**src/rtt_pkg.sv**
```systemverilog
package rtt_pkg;

  localparam int unsigned TimeoutW = 16;
  localparam logic [TimeoutW-1:0] TimeoutReset = 16'd1000;

  typedef enum logic [2:0] {
    OP_STORE  = 3'd0,
    OP_REMOVE = 3'd1,
    OP_FIND   = 3'd2,
    OP_RESEND = 3'd3,
    OP_CHECK  = 3'd4
  } op_e;

  typedef enum logic [2:0] {
    KIND_STORED    = 3'd0,
    KIND_FULL      = 3'd1,
    KIND_REMOVED   = 3'd2,
    KIND_NOT_FOUND = 3'd3,
    KIND_FOUND     = 3'd4,
    KIND_RESEND    = 3'd5,
    KIND_TIMED_OUT = 3'd6,
    KIND_SCAN_DONE = 3'd7
  } kind_e;

  typedef struct packed {
    logic [2:0]  operation;
    logic [31:0] pkt_id;
    logic [11:0] length;
    logic [31:0] now_ms;
  } in_t;

  typedef struct packed {
    logic [2:0]  kind;
    logic [31:0] pkt_id_res;
    logic [3:0]  slot;
    logic [11:0] length_res;
    logic [7:0]  rtx_count;
    logic        last;
  } out_t;

  // one table entry as held in the RAM
  typedef struct packed {
    logic [31:0] id;
    logic [11:0] length;
    logic [31:0] sent_ms;
    logic [7:0]  retries;
  } entry_t;

  typedef struct packed {
    logic  load;       // capture the incoming item
    logic  idx_rst;    // slot walk back to slot 0
    logic  idx_inc;    // slot walk to next slot
    logic  push;       // load a result into the output register
    kind_e push_kind;
    logic  wr_store;   // write new entry at lowest free slot
    logic  wr_resend;  // restamp current slot, bump retries
    logic  clr_valid;  // free current slot
  } ctrl_cmd_t;

  typedef struct packed {
    logic op_remove;   // held item is a remove (else find)
    logic op_resend;   // held item is a resend scan (else check)
    logic hit;         // current slot valid and id matches
    logic expired;     // current slot valid and older than timeout
    logic at_last;     // slot walk sits on the last slot
    logic has_free;    // some slot is free
    logic out_free;    // output register can take a result
  } ctrl_sts_t;

endpackage

```
**src/retransmit_timeout_table.sv**
```systemverilog
// Table of sent packets awaiting acknowledgement, ENTRIES slots deep.
// Input channel (in_valid_i / in_stall_o / in_item_i) takes one item at a
// time: store, remove, find, resend scan or check scan, with the current
// millisecond time. Output channel (out_valid_o / out_stall_i / out_item_o)
// returns result items; last marks the final result of an item.
// Store gives a stored or full result; remove/find walk the slots one per
// cycle until a hit or the last slot; a scan walks all slots and emits its
// timed-out entries and a scan-done item. The slot walk over the entry RAM
// (one read port, one slot per cycle unless a stalled result holds it) sets
// the rate; the next item is taken the cycle after the current one's final
// result is registered. Codes 5 to 7 are taken and dropped without results.
// A finished result sits in an output register, so a new item is taken while
// it waits. When the receiver stalls, the walk holds on the slot that has a
// result to give and resumes once the output register frees.
// Reset clears all slot valid bits and the output register and loads the
// timeout register with 1000 ms; entry contents need no clearing pass.
// cfg_we_i / cfg_wdata_i write timeout_ms; write only while idle.
module retransmit_timeout_table #(
  parameter int unsigned ENTRIES    = 16,
  parameter int unsigned MAX_LENGTH = 2048
) (
  input  logic                         clk_i,
  input  logic                         rst_ni,
  input  logic                         in_valid_i,
  output logic                         in_stall_o,
  input  rtt_pkg::in_t                 in_item_i,
  output logic                         out_valid_o,
  input  logic                         out_stall_i,
  output rtt_pkg::out_t                out_item_o,
  input  logic                         cfg_we_i,
  input  logic [rtt_pkg::TimeoutW-1:0] cfg_wdata_i
);
  import rtt_pkg::*;

  ctrl_cmd_t cmd;
  ctrl_sts_t sts;

  // sequencer: decodes the item and steps through slots
  rtt_ctrl u_ctrl (
    .clk_i      (clk_i),
    .rst_ni     (rst_ni),
    .in_valid_i (in_valid_i),
    .in_op_i    (in_item_i.operation),
    .in_stall_o (in_stall_o),
    .sts_i      (sts),
    .cmd_o      (cmd)
  );

  // entry RAM, valid bits, timeout register, compare logic, output register
  rtt_dp #(
    .ENTRIES    (ENTRIES),
    .MAX_LENGTH (MAX_LENGTH)
  ) u_dp (
    .clk_i       (clk_i),
    .rst_ni      (rst_ni),
    .in_item_i   (in_item_i),
    .cfg_we_i    (cfg_we_i),
    .cfg_wdata_i (cfg_wdata_i),
    .cmd_i       (cmd),
    .sts_o       (sts),
    .out_valid_o (out_valid_o),
    .out_stall_i (out_stall_i),
    .out_item_o  (out_item_o)
  );

`ifndef NO_ASSERTIONS
  // a result is only loaded when the output register can take it
  a_push_room: assert property (@(posedge clk_i) disable iff (!rst_ni)
    cmd.push |-> sts.out_free)
    else $error("result pushed into occupied output register");

  // at most one table update per cycle
  a_one_update: assert property (@(posedge clk_i) disable iff (!rst_ni)
    $onehot0({cmd.wr_store, cmd.wr_resend, cmd.clr_valid}))
    else $error("conflicting table updates");

  // an accepted item never produces a result in its accept cycle
  a_accept_no_push: assert property (@(posedge clk_i) disable iff (!rst_ni)
    (in_valid_i && !in_stall_o) |-> !cmd.push)
    else $error("result pushed while accepting an item");
`endif

endmodule

```
**src/rtt_ram.sv**
```systemverilog
module rtt_ram #(
  parameter int unsigned WIDTH = 84,
  parameter int unsigned DEPTH = 16
) (
  input  logic                     clk_i,
  input  logic                     we_i,
  input  logic [$clog2(DEPTH)-1:0] waddr_i,
  input  logic [WIDTH-1:0]         wdata_i,
  input  logic [$clog2(DEPTH)-1:0] raddr_i,
  output logic [WIDTH-1:0]         rdata_o
);

  logic [WIDTH-1:0] mem [DEPTH];
  logic [WIDTH-1:0] rdata_q;

  always_ff @(posedge clk_i) begin
    if (we_i) begin
      mem[waddr_i] <= wdata_i;
    end
    rdata_q <= mem[raddr_i];
  end

  assign rdata_o = rdata_q;

endmodule

```
**src/rtt_ctrl.sv**
```systemverilog
module rtt_ctrl (
  input  logic               clk_i,
  input  logic               rst_ni,
  input  logic               in_valid_i,
  input  logic [2:0]         in_op_i,
  output logic               in_stall_o,
  input  rtt_pkg::ctrl_sts_t sts_i,
  output rtt_pkg::ctrl_cmd_t cmd_o
);
  import rtt_pkg::*;

  typedef enum logic [2:0] {
    ST_IDLE,
    ST_STORE,
    ST_SEARCH,
    ST_SCAN,
    ST_DONE
  } state_e;

  state_e state_q, state_d;
  logic   accept;

  assign in_stall_o = (state_q != ST_IDLE);
  assign accept     = in_valid_i && (state_q == ST_IDLE);

  always_comb begin
    state_d = state_q;
    cmd_o   = '0;
    cmd_o.push_kind = KIND_SCAN_DONE;
    unique case (state_q)
      ST_IDLE: begin
        cmd_o.idx_rst = 1'b1;
        if (accept) begin
          cmd_o.load = 1'b1;
          unique case (op_e'(in_op_i))
            OP_STORE:            state_d = ST_STORE;
            OP_REMOVE, OP_FIND:  state_d = ST_SEARCH;
            OP_RESEND, OP_CHECK: state_d = ST_SCAN;
            default:             state_d = ST_IDLE;
          endcase
        end
      end
      ST_STORE: begin
        if (sts_i.out_free) begin
          cmd_o.push      = 1'b1;
          cmd_o.push_kind = sts_i.has_free ? KIND_STORED : KIND_FULL;
          cmd_o.wr_store  = sts_i.has_free;
          state_d         = ST_IDLE;
        end
      end
      ST_SEARCH: begin
        if (sts_i.hit) begin
          if (sts_i.out_free) begin
            cmd_o.push      = 1'b1;
            cmd_o.push_kind = sts_i.op_remove ? KIND_REMOVED : KIND_FOUND;
            cmd_o.clr_valid = sts_i.op_remove;
            state_d         = ST_IDLE;
          end
        end else if (sts_i.at_last) begin
          if (sts_i.out_free) begin
            cmd_o.push      = 1'b1;
            cmd_o.push_kind = KIND_NOT_FOUND;
            state_d         = ST_IDLE;
          end
        end else begin
          cmd_o.idx_inc = 1'b1;
        end
      end
      ST_SCAN: begin
        if (!sts_i.expired || sts_i.out_free) begin
          if (sts_i.expired) begin
            cmd_o.push      = 1'b1;
            cmd_o.push_kind = sts_i.op_resend ? KIND_RESEND : KIND_TIMED_OUT;
            cmd_o.wr_resend = sts_i.op_resend;
          end
          if (sts_i.at_last) begin
            cmd_o.idx_rst = 1'b1;
            state_d       = ST_DONE;
          end else begin
            cmd_o.idx_inc = 1'b1;
          end
        end
      end
      ST_DONE: begin
        if (sts_i.out_free) begin
          cmd_o.push      = 1'b1;
          cmd_o.push_kind = KIND_SCAN_DONE;
          state_d         = ST_IDLE;
        end
      end
      default: state_d = ST_IDLE;
    endcase
  end

  always_ff @(posedge clk_i or negedge rst_ni) begin
    if (!rst_ni) begin
      state_q <= ST_IDLE;
    end else begin
      state_q <= state_d;
    end
  end

endmodule

```
**src/rtt_dp.sv**
```systemverilog
module rtt_dp #(
  parameter int unsigned ENTRIES    = 16,
  parameter int unsigned MAX_LENGTH = 2048
) (
  input  logic                          clk_i,
  input  logic                          rst_ni,
  input  rtt_pkg::in_t                  in_item_i,
  input  logic                          cfg_we_i,
  input  logic [rtt_pkg::TimeoutW-1:0]  cfg_wdata_i,
  input  rtt_pkg::ctrl_cmd_t            cmd_i,
  output rtt_pkg::ctrl_sts_t            sts_o,
  output logic                          out_valid_o,
  input  logic                          out_stall_i,
  output rtt_pkg::out_t                 out_item_o
);
  import rtt_pkg::*;

  localparam int unsigned IdxW   = $clog2(ENTRIES);
  localparam int unsigned EntryW = $bits(entry_t);

  in_t                 item_q;
  logic [TimeoutW-1:0] timeout_q;
  logic [IdxW-1:0]     idx_q, idx_d;
  logic [ENTRIES-1:0]  valid_q, valid_d;
  logic                out_valid_q, out_valid_d;
  out_t                out_q;

  entry_t          rd_entry;
  entry_t          wr_entry;
  logic [EntryW-1:0] rdata;
  logic            wr_en;
  logic [IdxW-1:0] wr_addr;
  logic [IdxW-1:0] free_idx;
  logic            has_free;
  logic [11:0]     len_clamped;
  logic [31:0]     age;
  logic [7:0]      retries_inc;
  logic            cur_valid;
  logic            out_free;

  // lowest free slot
  always_comb begin
    has_free = 1'b0;
    free_idx = '0;
    for (int i = ENTRIES - 1; i >= 0; i--) begin
      if (!valid_q[i]) begin
        has_free = 1'b1;
        free_idx = IdxW'(i);
      end
    end
  end

  always_comb begin
    idx_d = idx_q;
    if (cmd_i.idx_rst) begin
      idx_d = '0;
    end else if (cmd_i.idx_inc) begin
      idx_d = idx_q + IdxW'(1);
    end
  end

  assign rd_entry  = entry_t'(rdata);
  assign cur_valid = valid_q[idx_q];
  assign age       = item_q.now_ms - rd_entry.sent_ms;
  assign retries_inc = (rd_entry.retries == 8'hFF) ? 8'hFF : rd_entry.retries + 8'd1;
  assign len_clamped = ({4'd0, item_q.length} > 16'(MAX_LENGTH)) ?
                       12'(MAX_LENGTH) : item_q.length;

  always_comb begin
    wr_en   = cmd_i.wr_store || cmd_i.wr_resend;
    wr_addr = cmd_i.wr_store ? free_idx : idx_q;
    if (cmd_i.wr_store) begin
      wr_entry.id      = item_q.pkt_id;
      wr_entry.length  = len_clamped;
      wr_entry.sent_ms = item_q.now_ms;
      wr_entry.retries = 8'd0;
    end else begin
      wr_entry.id      = rd_entry.id;
      wr_entry.length  = rd_entry.length;
      wr_entry.sent_ms = item_q.now_ms;
      wr_entry.retries = retries_inc;
    end
  end

  rtt_ram #(
    .WIDTH (EntryW),
    .DEPTH (ENTRIES)
  ) u_ram (
    .clk_i   (clk_i),
    .we_i    (wr_en),
    .waddr_i (wr_addr),
    .wdata_i (EntryW'(wr_entry)),
    .raddr_i (idx_d),
    .rdata_o (rdata)
  );

  always_comb begin
    valid_d = valid_q;
    if (cmd_i.wr_store) begin
      valid_d[free_idx] = 1'b1;
    end
    if (cmd_i.clr_valid) begin
      valid_d[idx_q] = 1'b0;
    end
  end

  assign out_free = !out_valid_q || !out_stall_i;

  always_comb begin
    sts_o.op_remove = (op_e'(item_q.operation) == OP_REMOVE);
    sts_o.op_resend = (op_e'(item_q.operation) == OP_RESEND);
    sts_o.hit       = cur_valid && (rd_entry.id == item_q.pkt_id);
    sts_o.expired   = cur_valid && (age > {16'd0, timeout_q});
    sts_o.at_last   = (idx_q == IdxW'(ENTRIES - 1));
    sts_o.has_free  = has_free;
    sts_o.out_free  = out_free;
  end

  // result formatting
  out_t res;
  always_comb begin
    res      = '0;
    res.kind = cmd_i.push_kind;
    res.last = 1'b1;
    case (cmd_i.push_kind)
      KIND_STORED: begin
        res.pkt_id_res = item_q.pkt_id;
        res.slot       = 4'(free_idx);
        res.length_res = len_clamped;
      end
      KIND_FULL, KIND_NOT_FOUND: begin
        res.pkt_id_res = item_q.pkt_id;
      end
      KIND_REMOVED, KIND_FOUND, KIND_RESEND, KIND_TIMED_OUT: begin
        res.pkt_id_res = rd_entry.id;
        res.slot       = 4'(idx_q);
        res.length_res = rd_entry.length;
        res.rtx_count  = (cmd_i.push_kind == KIND_RESEND) ? retries_inc
                                                          : rd_entry.retries;
        res.last       = (cmd_i.push_kind == KIND_REMOVED) ||
                         (cmd_i.push_kind == KIND_FOUND);
      end
      default: begin
      end
    endcase
  end

  always_comb begin
    out_valid_d = out_valid_q && out_stall_i;
    if (cmd_i.push) begin
      out_valid_d = 1'b1;
    end
  end

  always_ff @(posedge clk_i or negedge rst_ni) begin
    if (!rst_ni) begin
      timeout_q   <= TimeoutReset;
      idx_q       <= '0;
      valid_q     <= '0;
      out_valid_q <= 1'b0;
    end else begin
      if (cfg_we_i) begin
        timeout_q <= cfg_wdata_i;
      end
      idx_q       <= idx_d;
      valid_q     <= valid_d;
      out_valid_q <= out_valid_d;
    end
  end

  always_ff @(posedge clk_i) begin
    if (cmd_i.load) begin
      item_q <= in_item_i;
    end
    if (cmd_i.push) begin
      out_q <= res;
    end
  end

  assign out_valid_o = out_valid_q;
  assign out_item_o  = out_q;

endmodule
```
**config.mk**
```make
export PLATFORM = sky130hd
export DESIGN_NAME = retransmit_timeout_table
export DESIGN_NICKNAME = d
export VERILOG_FILES = /design/src/rtt_pkg.sv /design/src/retransmit_timeout_table.sv /design/src/rtt_ram.sv /design/src/rtt_ctrl.sv /design/src/rtt_dp.sv
export SDC_FILE = /design/constraint.sdc
export NUM_CORES = 2
export LEC_CHECK = 0
export BUFFER_PORTS_ARGS = -buffer_cell sky130_fd_sc_hd__buf_4
export CORE_MARGIN = 3
export CORE_UTILIZATION = 55
export DETAILED_ROUTE_END_ITERATION = 12
export PLACE_DENSITY_LB_ADDON = 0.15
export SLEW_MARGIN = 10
export SYNTH_ARGS = -nofsm -noshare
export SYNTH_HDL_FRONTEND = slang
export SYNTH_SLANG_ARGS = --single-unit
export TNS_END_PERCENT = 10
```
**constraint.sdc**
```tcl
create_clock -name clk_i -period 13.2 [get_ports clk_i]
set_input_delay 1.98 -clock clk_i [delete_from_list [all_inputs] [get_ports clk_i]]
set_output_delay 1.98 -clock clk_i [all_outputs]
set_load 0.05 [all_outputs]
```
# == Word level (Yosys, flattened, before mapping) ==
# Memories as Yosys holds them, arrays and structs flattened. A register that Yosys moved wholly into a read port is not among the register bits.
# Cells that the tools add are included.
# classes
reduce_logical,23
n_bitwise,3
n_lt_le_gt_ge,6
add_sub_neg,3
eq_ne,23
mux,86
# ops
cell,count
$mux 4,25
$mux 84,1
$pmux 32 s2,1
$mux 1,35
$eq 32x32->1,1
$gt 32x16->1,1
$mux 16,2
$pmux 16 s2,1
$sub 32x32->32,1
$eq 3x2->1 const B,7
$mux 3,7
$and 16x16->16,1
$mux 8,2
$not 16->16,1
$or 16x16->16,1
$pmux 4 s4,1
$eq 3x3->1 const B,5
$eq 3x1->1 const B,4
$gt 12x12->1 const B,1
$mux 12,1
$pmux 3 s4,1
$lt 4x5->1 const B,2
$logic_not 3->1,3
$add 8x1->8 const B,1
22 further kinds,38
# totals
wordCells,160
regBits,179
ram_bits,1344
memories,1
input_bits,100
out_inout_bits,62
# memory_table
memory,depth,word_bits,read_ports,rd_clocked_by_memory_dff,wr,line_no,text
u_dp.u_ram.mem,16,84,1,1,1,rtt_ram.sv:13,logic [WIDTH-1:0] mem [DEPTH];

# == Depth between registers and ports, before layout ==
# depth
word_depth,24
depth_mapped,26
ltp_nobuf,24

# == Cells and area by module ==
# From an unflattened synthesis, not the netlist that was laid out.
# unflattened
cells_unflattened,3176
area_unflattened_um2,62695.1
# by_module_without_submodules
module,cells_each,seq_area_each_um2,instances,area_each_um2
rtt_ram,2154,42040.3,1,52052.4
rtt_dp,965,5107.4,1,10216.0
rtt_ctrl,57,75.1,1,426.7

# == Least setup slack after synthesis ==
# No wires, ideal clock.
# synth_timing
kind,register to register
startpoint,register u_dp.item_q[4] in the netlist's numbering
endpoint,memory u_dp.u_ram.mem[5][0] (enable)
path_buffers,0
arrival_time_ns,10.359
slack_ns,2.191
setup_ns,0.650
path_stages_with_launch,21
path_cell_list,edfxtp_1 > ha_1 > a21o_1 > a31o_2 > o2111a_1 > or2_2 > a21oi_1 > xnor2_1 > ha_1 > and3_1 > nand4_1 > a21oi_1 > a2111oi_0 > a21oi_1 > and4b_1 > nand4_4 > o211ai_1 > or2_2 > nor2_1 > nand2_1 > o31ai_1
# synth_between
elab_chain_cells,10
elab_cells_between_ends,11
classes_between,add/sub (1); order compare (1); mux (5); reduce/logical (4)
# synth_rtl
item,line_no,text
from (decl),rtt_dp.sv:21,in_t item_q;
from (signal assigned),rtt_dp.sv:173,item_q <= in_item_i;
$sub 32x32->32 (*),rtt_dp.sv:64,assign age = item_q.now_ms - rd_entry.sent_ms;
$gt 32x16->1 (*),rtt_dp.sv:113,"sts_o.expired = cur_valid && (age > {16'd0, timeout_q});"
$logic_and 1x1->1 (*),rtt_dp.sv:113,
$logic_not 1->1,rtt_ctrl.sv:70,if (!sts_i.expired || sts_i.out_free) begin
$logic_or 1x1->1,rtt_ctrl.sv:70,
$mux 1 (*),rtt_ctrl.sv:70,
$mux 1 (*),rtt_ctrl.sv:30,unique case (state_q)
$logic_or 1x1->1 (*),rtt_dp.sv:70,wr_en = cmd_i.wr_store || cmd_i.wr_resend;
$mux 1 (*),rtt_ram.sv:17,if (we_i) begin
$mux 1 (not written as such) (*),rtt_ram.sv:18,mem[waddr_i] <= wdata_i;
to (decl),rtt_ram.sv:13,
# Every way passes the cells marked *; elsewhere a longest branch is shown, timed or not.

# == Final worst setup path ==
# layout_timing
startpoint,register u_dp.item_q[0] in the netlist's numbering
endpoint,register u_dp.u_ram.rdata_q[55] (netlist: u_dp.u_ram.rdata_o[55]) (read register of u_dp.u_ram.mem)
# layout_between
elab_chain_cells,9
elab_cells_between_ends,10
classes_between,add/sub (1); order compare (1); mux (5); reduce/logical (3)
# layout_rtl
item,line_no,text
$sub 32x32->32 (*),rtt_dp.sv:64,
$gt 32x16->1 (*),rtt_dp.sv:113,
$logic_and 1x1->1 (*),rtt_dp.sv:113,
$logic_not 1->1 (*),rtt_ctrl.sv:70,
$logic_or 1x1->1 (*),rtt_ctrl.sv:70,
$mux 6 (*),rtt_ctrl.sv:70,
$pmux 1 s2,rtt_ctrl.sv:30,
$mux 4,rtt_dp.sv:57,end else if (cmd_i.idx_inc) begin
$mux 4 (*),rtt_dp.sv:55,if (cmd_i.idx_rst) begin
to (decl),rtt_ram.sv:14,logic [WIDTH-1:0] rdata_q;
# Marks and branches as above.
# A chain may end at the register's enable or synchronous reset.

==> impl_metrics.tcl <==
set metrics [dict create \
    worstPathRequired_ns 13.82 \
    syn_nets 4277 \
    critPathLaunchType "flip-flop" \
    cp.arrival_ns 8.48 \
    hold_path.class "reg2reg" \
    fin_nets 4419 \
    grt_usage_pct 26.0 \
    synth.cell_area_um2 64800 \
    antenna_found_initial 6 \
    reg2reg_to "u_dp.u_ram.rdata_o[55]" \
    dp_cells 5626 \
    start_util_pct 55.6 \
    period_share_pct 59.5 \
    clockBufferDepth 3 \
    grt_max_degree 203 \
    synthToLayoutAreaGrowth_pct 12.3 \
    clk_pin_slew_ns 0.06 \
    root_buffer "clkbuf_16" \
    io_pins 162 \
    seqPwrFrac_pct 51.8 \
    ys.flop_type "edfxtp_1" \
    ys_warn_count 0 \
    wirelength_mm 159 \
    power.total_mw 12.2 \
    worst_pin_slew_ns 1.15 \
    switching_share_pct 25.7 \
    status "finished, final reports clean" \
    cap_violations 0 \
    drtAntennaViolNets 0 \
    clock_latency_ns 0.76 \
    crit_cells 23 \
    ys_top_cells_by_area "edfxtp_1, mux2i_1, a211oi_1" \
    crit_type "reg2reg" \
    die_width_um 349 \
    dr.pass1.iters 5 \
    port_buffers 161 \
    drive_gt1_share_pct 11.8 \
    postCtsSetupBuffers 0 \
    via_per_inst 6.23 \
    pwr-share-clk_pct 36.2 \
    cts_tree "done" \
    grt.busiest_layer "met2" \
    design.core.area_um2 117000 \
    numClockSinks 1607 \
    finClkSkew_ns 0.0239 \
    cts_made_buffers 162 \
    hold_viol_final 0 \
    holdPathStages 1 \
    irDropWorstVdd_uv 122 \
    critPathMaxFanout 202 \
    grt_pass1_wl_mm 235 \
    relSlewSlack_pct 23.3 \
    grt.overflow.total 0 \
    p_leak_nw 24.6 \
    r2r_cells 23 \
    power.switching_mw 3.13 \
    place_hpwl_mm 84.5 \
    wl_per_cell_um 26.8 \
    fmax_mhz 127 \
    rsz0062_at_grt "false" \
    fin_crit_ns 7.86 \
    power_density_nw_per_um2 167 \
    postCtsResizedCells 0 \
    stdcell_count 5928 \
    endpoint_kind "flip-flop" \
    synth.distinct_cells 80 \
    crit-reg2reg-launch "u_dp.item_q[0]" \
    critical_path_buf_inv_count 4 \
    slowest_delay_ns 0.65 \
    grt_util_met2_pct 41.9 \
    use_met1_pct 36.5 \
    ys_seq_elements 1607 \
    cp_slowest_cell "buf_12" \
    timing.final.max_slew_violations 0 \
    yosysTopAreaCell "edfxtp_1" \
    grt_pass1_vias 36000 \
    drt_iter0_drc 3774 \
    crit_family "buffers and inverters" \
    synth-edff-count 1483 \
    rows 125 \
    reg2reg_slack_ns 5.34 \
    htreeDepth 4 \
    synth_top_area_share_pct 68.7 \
    finalSetupViolCount 0 \
    dieHeight_um 349 \
    dieArea_um2 122000 \
    syn_inst 4124 \
    synth_area_per_cell_um2 15.7 \
    pwr-share-comb_pct 11.9 \
    grtUsageMet3_pct 3.84 \
    path_cells "inv_1 -> ha_1 -> fa_1 -> and2b_1 -> o2111ai_2 -> a211oi_4 -> nor3_1 -> xnor2_1 -> ha_1 -> and3_1 -> nand4_1 -> a21oi_1 -> a2111oi_0 -> a21oi_1 -> and4b_1 -> nand4_4 -> a211o_1 -> nor3_2 -> buf_4 -> buf_12 -> buf_12 -> a211oi_1 -> or4_1" \
    drc_errors 0 \
    synth-async-reset-ratio_pct 2.49 \
    postCtsHoldBufs 0 \
    ys_seq_area_share_pct 72.8 \
    fin_tns_setup_ns 0 \
    holdPathEnd "u_dp.out_item_o[16]" \
    vias 36900 \
    holdCritStartpoint "u_dp.u_ram.rdata_o[47]" \
    intPower_mw 9.06 \
    routabilityCongestion 0.908 \
]
-- power by group through the flow --
| stage | registers (mW) | logic, mW | clock network, mW |
|---|---|---|---|
| 3_5_place_dp | 6.41 | 1.45 | 0 |
| 6_report | 6.31 | 1.46 | 4.41 |
| 3_3_place_gp | 6.40 | 1.43 | 0 |
| 5_1_grt | 6.34 | 1.57 | 4.70 |
| 2_1_floorplan | 6.55 | 0.743 | 0 |
| 4_1_cts | 6.31 | 1.46 | 4.48 |
-- cells in the final DEF, fill, tap and decap left out, drive strengths merged, types with 8 or more instances in the layout --
master	count
a21o	11
clkbuf	226
and3	11
and4	8
nor2	53
nand4	28
o21a	9
nand2	190
dfxtp	84
o31ai	12
a211oi	510
nor2b	262
a22o	62
edfxtp	1483
or4	87
nor3	16
or2	8
o22ai	86
buf	227
inv	85
o21ai	67
ha	52
and2	14
clkinv	54
dfrtp	34
mux2i	425
nand3	28
xnor2	45
a21oi	109
-- sequential cells by signal, indices dropped and copies added (netlist names) --
register            count
u_dp.u_ram.mem       1344
u_dp.out_item_o        60
u_dp.timeout_q         16
u_dp.u_ram.rdata_o     84
u_dp.item_q            79
u_dp.out_valid_o        1
u_dp.valid_q           16
u_dp.idx_q              4
u_ctrl.state_q          3
-- cell type report --
cell class,count,area (um^2)
clock buffer,226,4530
antenna,1,2.50
tap,1524,1910
inverter,74,278
timing repair buffer,227,1780
fill,8379,43700
sequential,1607,47200
clock inverter,75,604
multi-input combinational,2194,16500
-- metrics by stage --
stage | utilization (%) | hold WS, ns | setup slack, ns | area [um^2]
2_1_floorplan | - | 0.480 | 2.19 | 64800
3_3_place_gp | 58.1 | 0.532 | 5.42 | 67700
3_5_place_dp | 58.1 | 0.545 | 5.41 | 67700
4_1_cts | 62.5 | 0.562 | 5.38 | 72800
5_1_grt | 62.5 | 0.580 | 4.83 | 72800
6_report | 62.5 | 0.568 | 5.34 | 72800
-- cell families after synthesis --
logic type / Yosys count / synth area share, %
compound gates: 924 / 10.2
flops: 1607 / 72.8
fa+ha+maj: 53 / 1.03
mux: 432 / 6.75
xor+xnor: 52 / 0.702
buf+inv: 323 / 2.14
simple gates: 733 / 6.34
-- how the worst max path moves through the flow --
stage	from	end	slack, ns
floorplan	u_dp.item_q[4]	u_dp.u_ram.mem[5][0]	2.19
global placement	u_dp.item_q[0]	u_dp.u_ram.rdata_o[2]	5.42
detailed placement	u_dp.item_q[0]	u_dp.u_ram.rdata_o[45]	5.41
CTS	u_dp.item_q[0]	u_dp.u_ram.rdata_o[55]	5.38
global route	u_dp.item_q[0]	u_dp.u_ram.rdata_o[45]	4.83
finish	u_dp.item_q[0]	u_dp.u_ram.rdata_o[55]	5.34
-- synthesized netlist by cell type (74+ instances only) --
cell type / n
a21oi_1: 107
a211oi_1: 508
inv_1: 74
mux2i_1: 425
o22ai_1: 86
nor2b_1: 262
nand2_1: 190
clkbuf_1: 143
dfxtp_1: 84
edfxtp_1: 1483
buf_2: 88
or4_1: 87
-- layer usage --
layer / wire (um) / vias up / share of wire, %
met5: 25 / - / 0.016
met4: 5030 / 4 / 3.2
met3: 9990 / 288 / 6.3
met2: 75600 / 1319 / 48
met1: 68100 / 18700 / 43
li1: - / 16600 / -
Note: power is estimated with default switching activity, not from simulation.
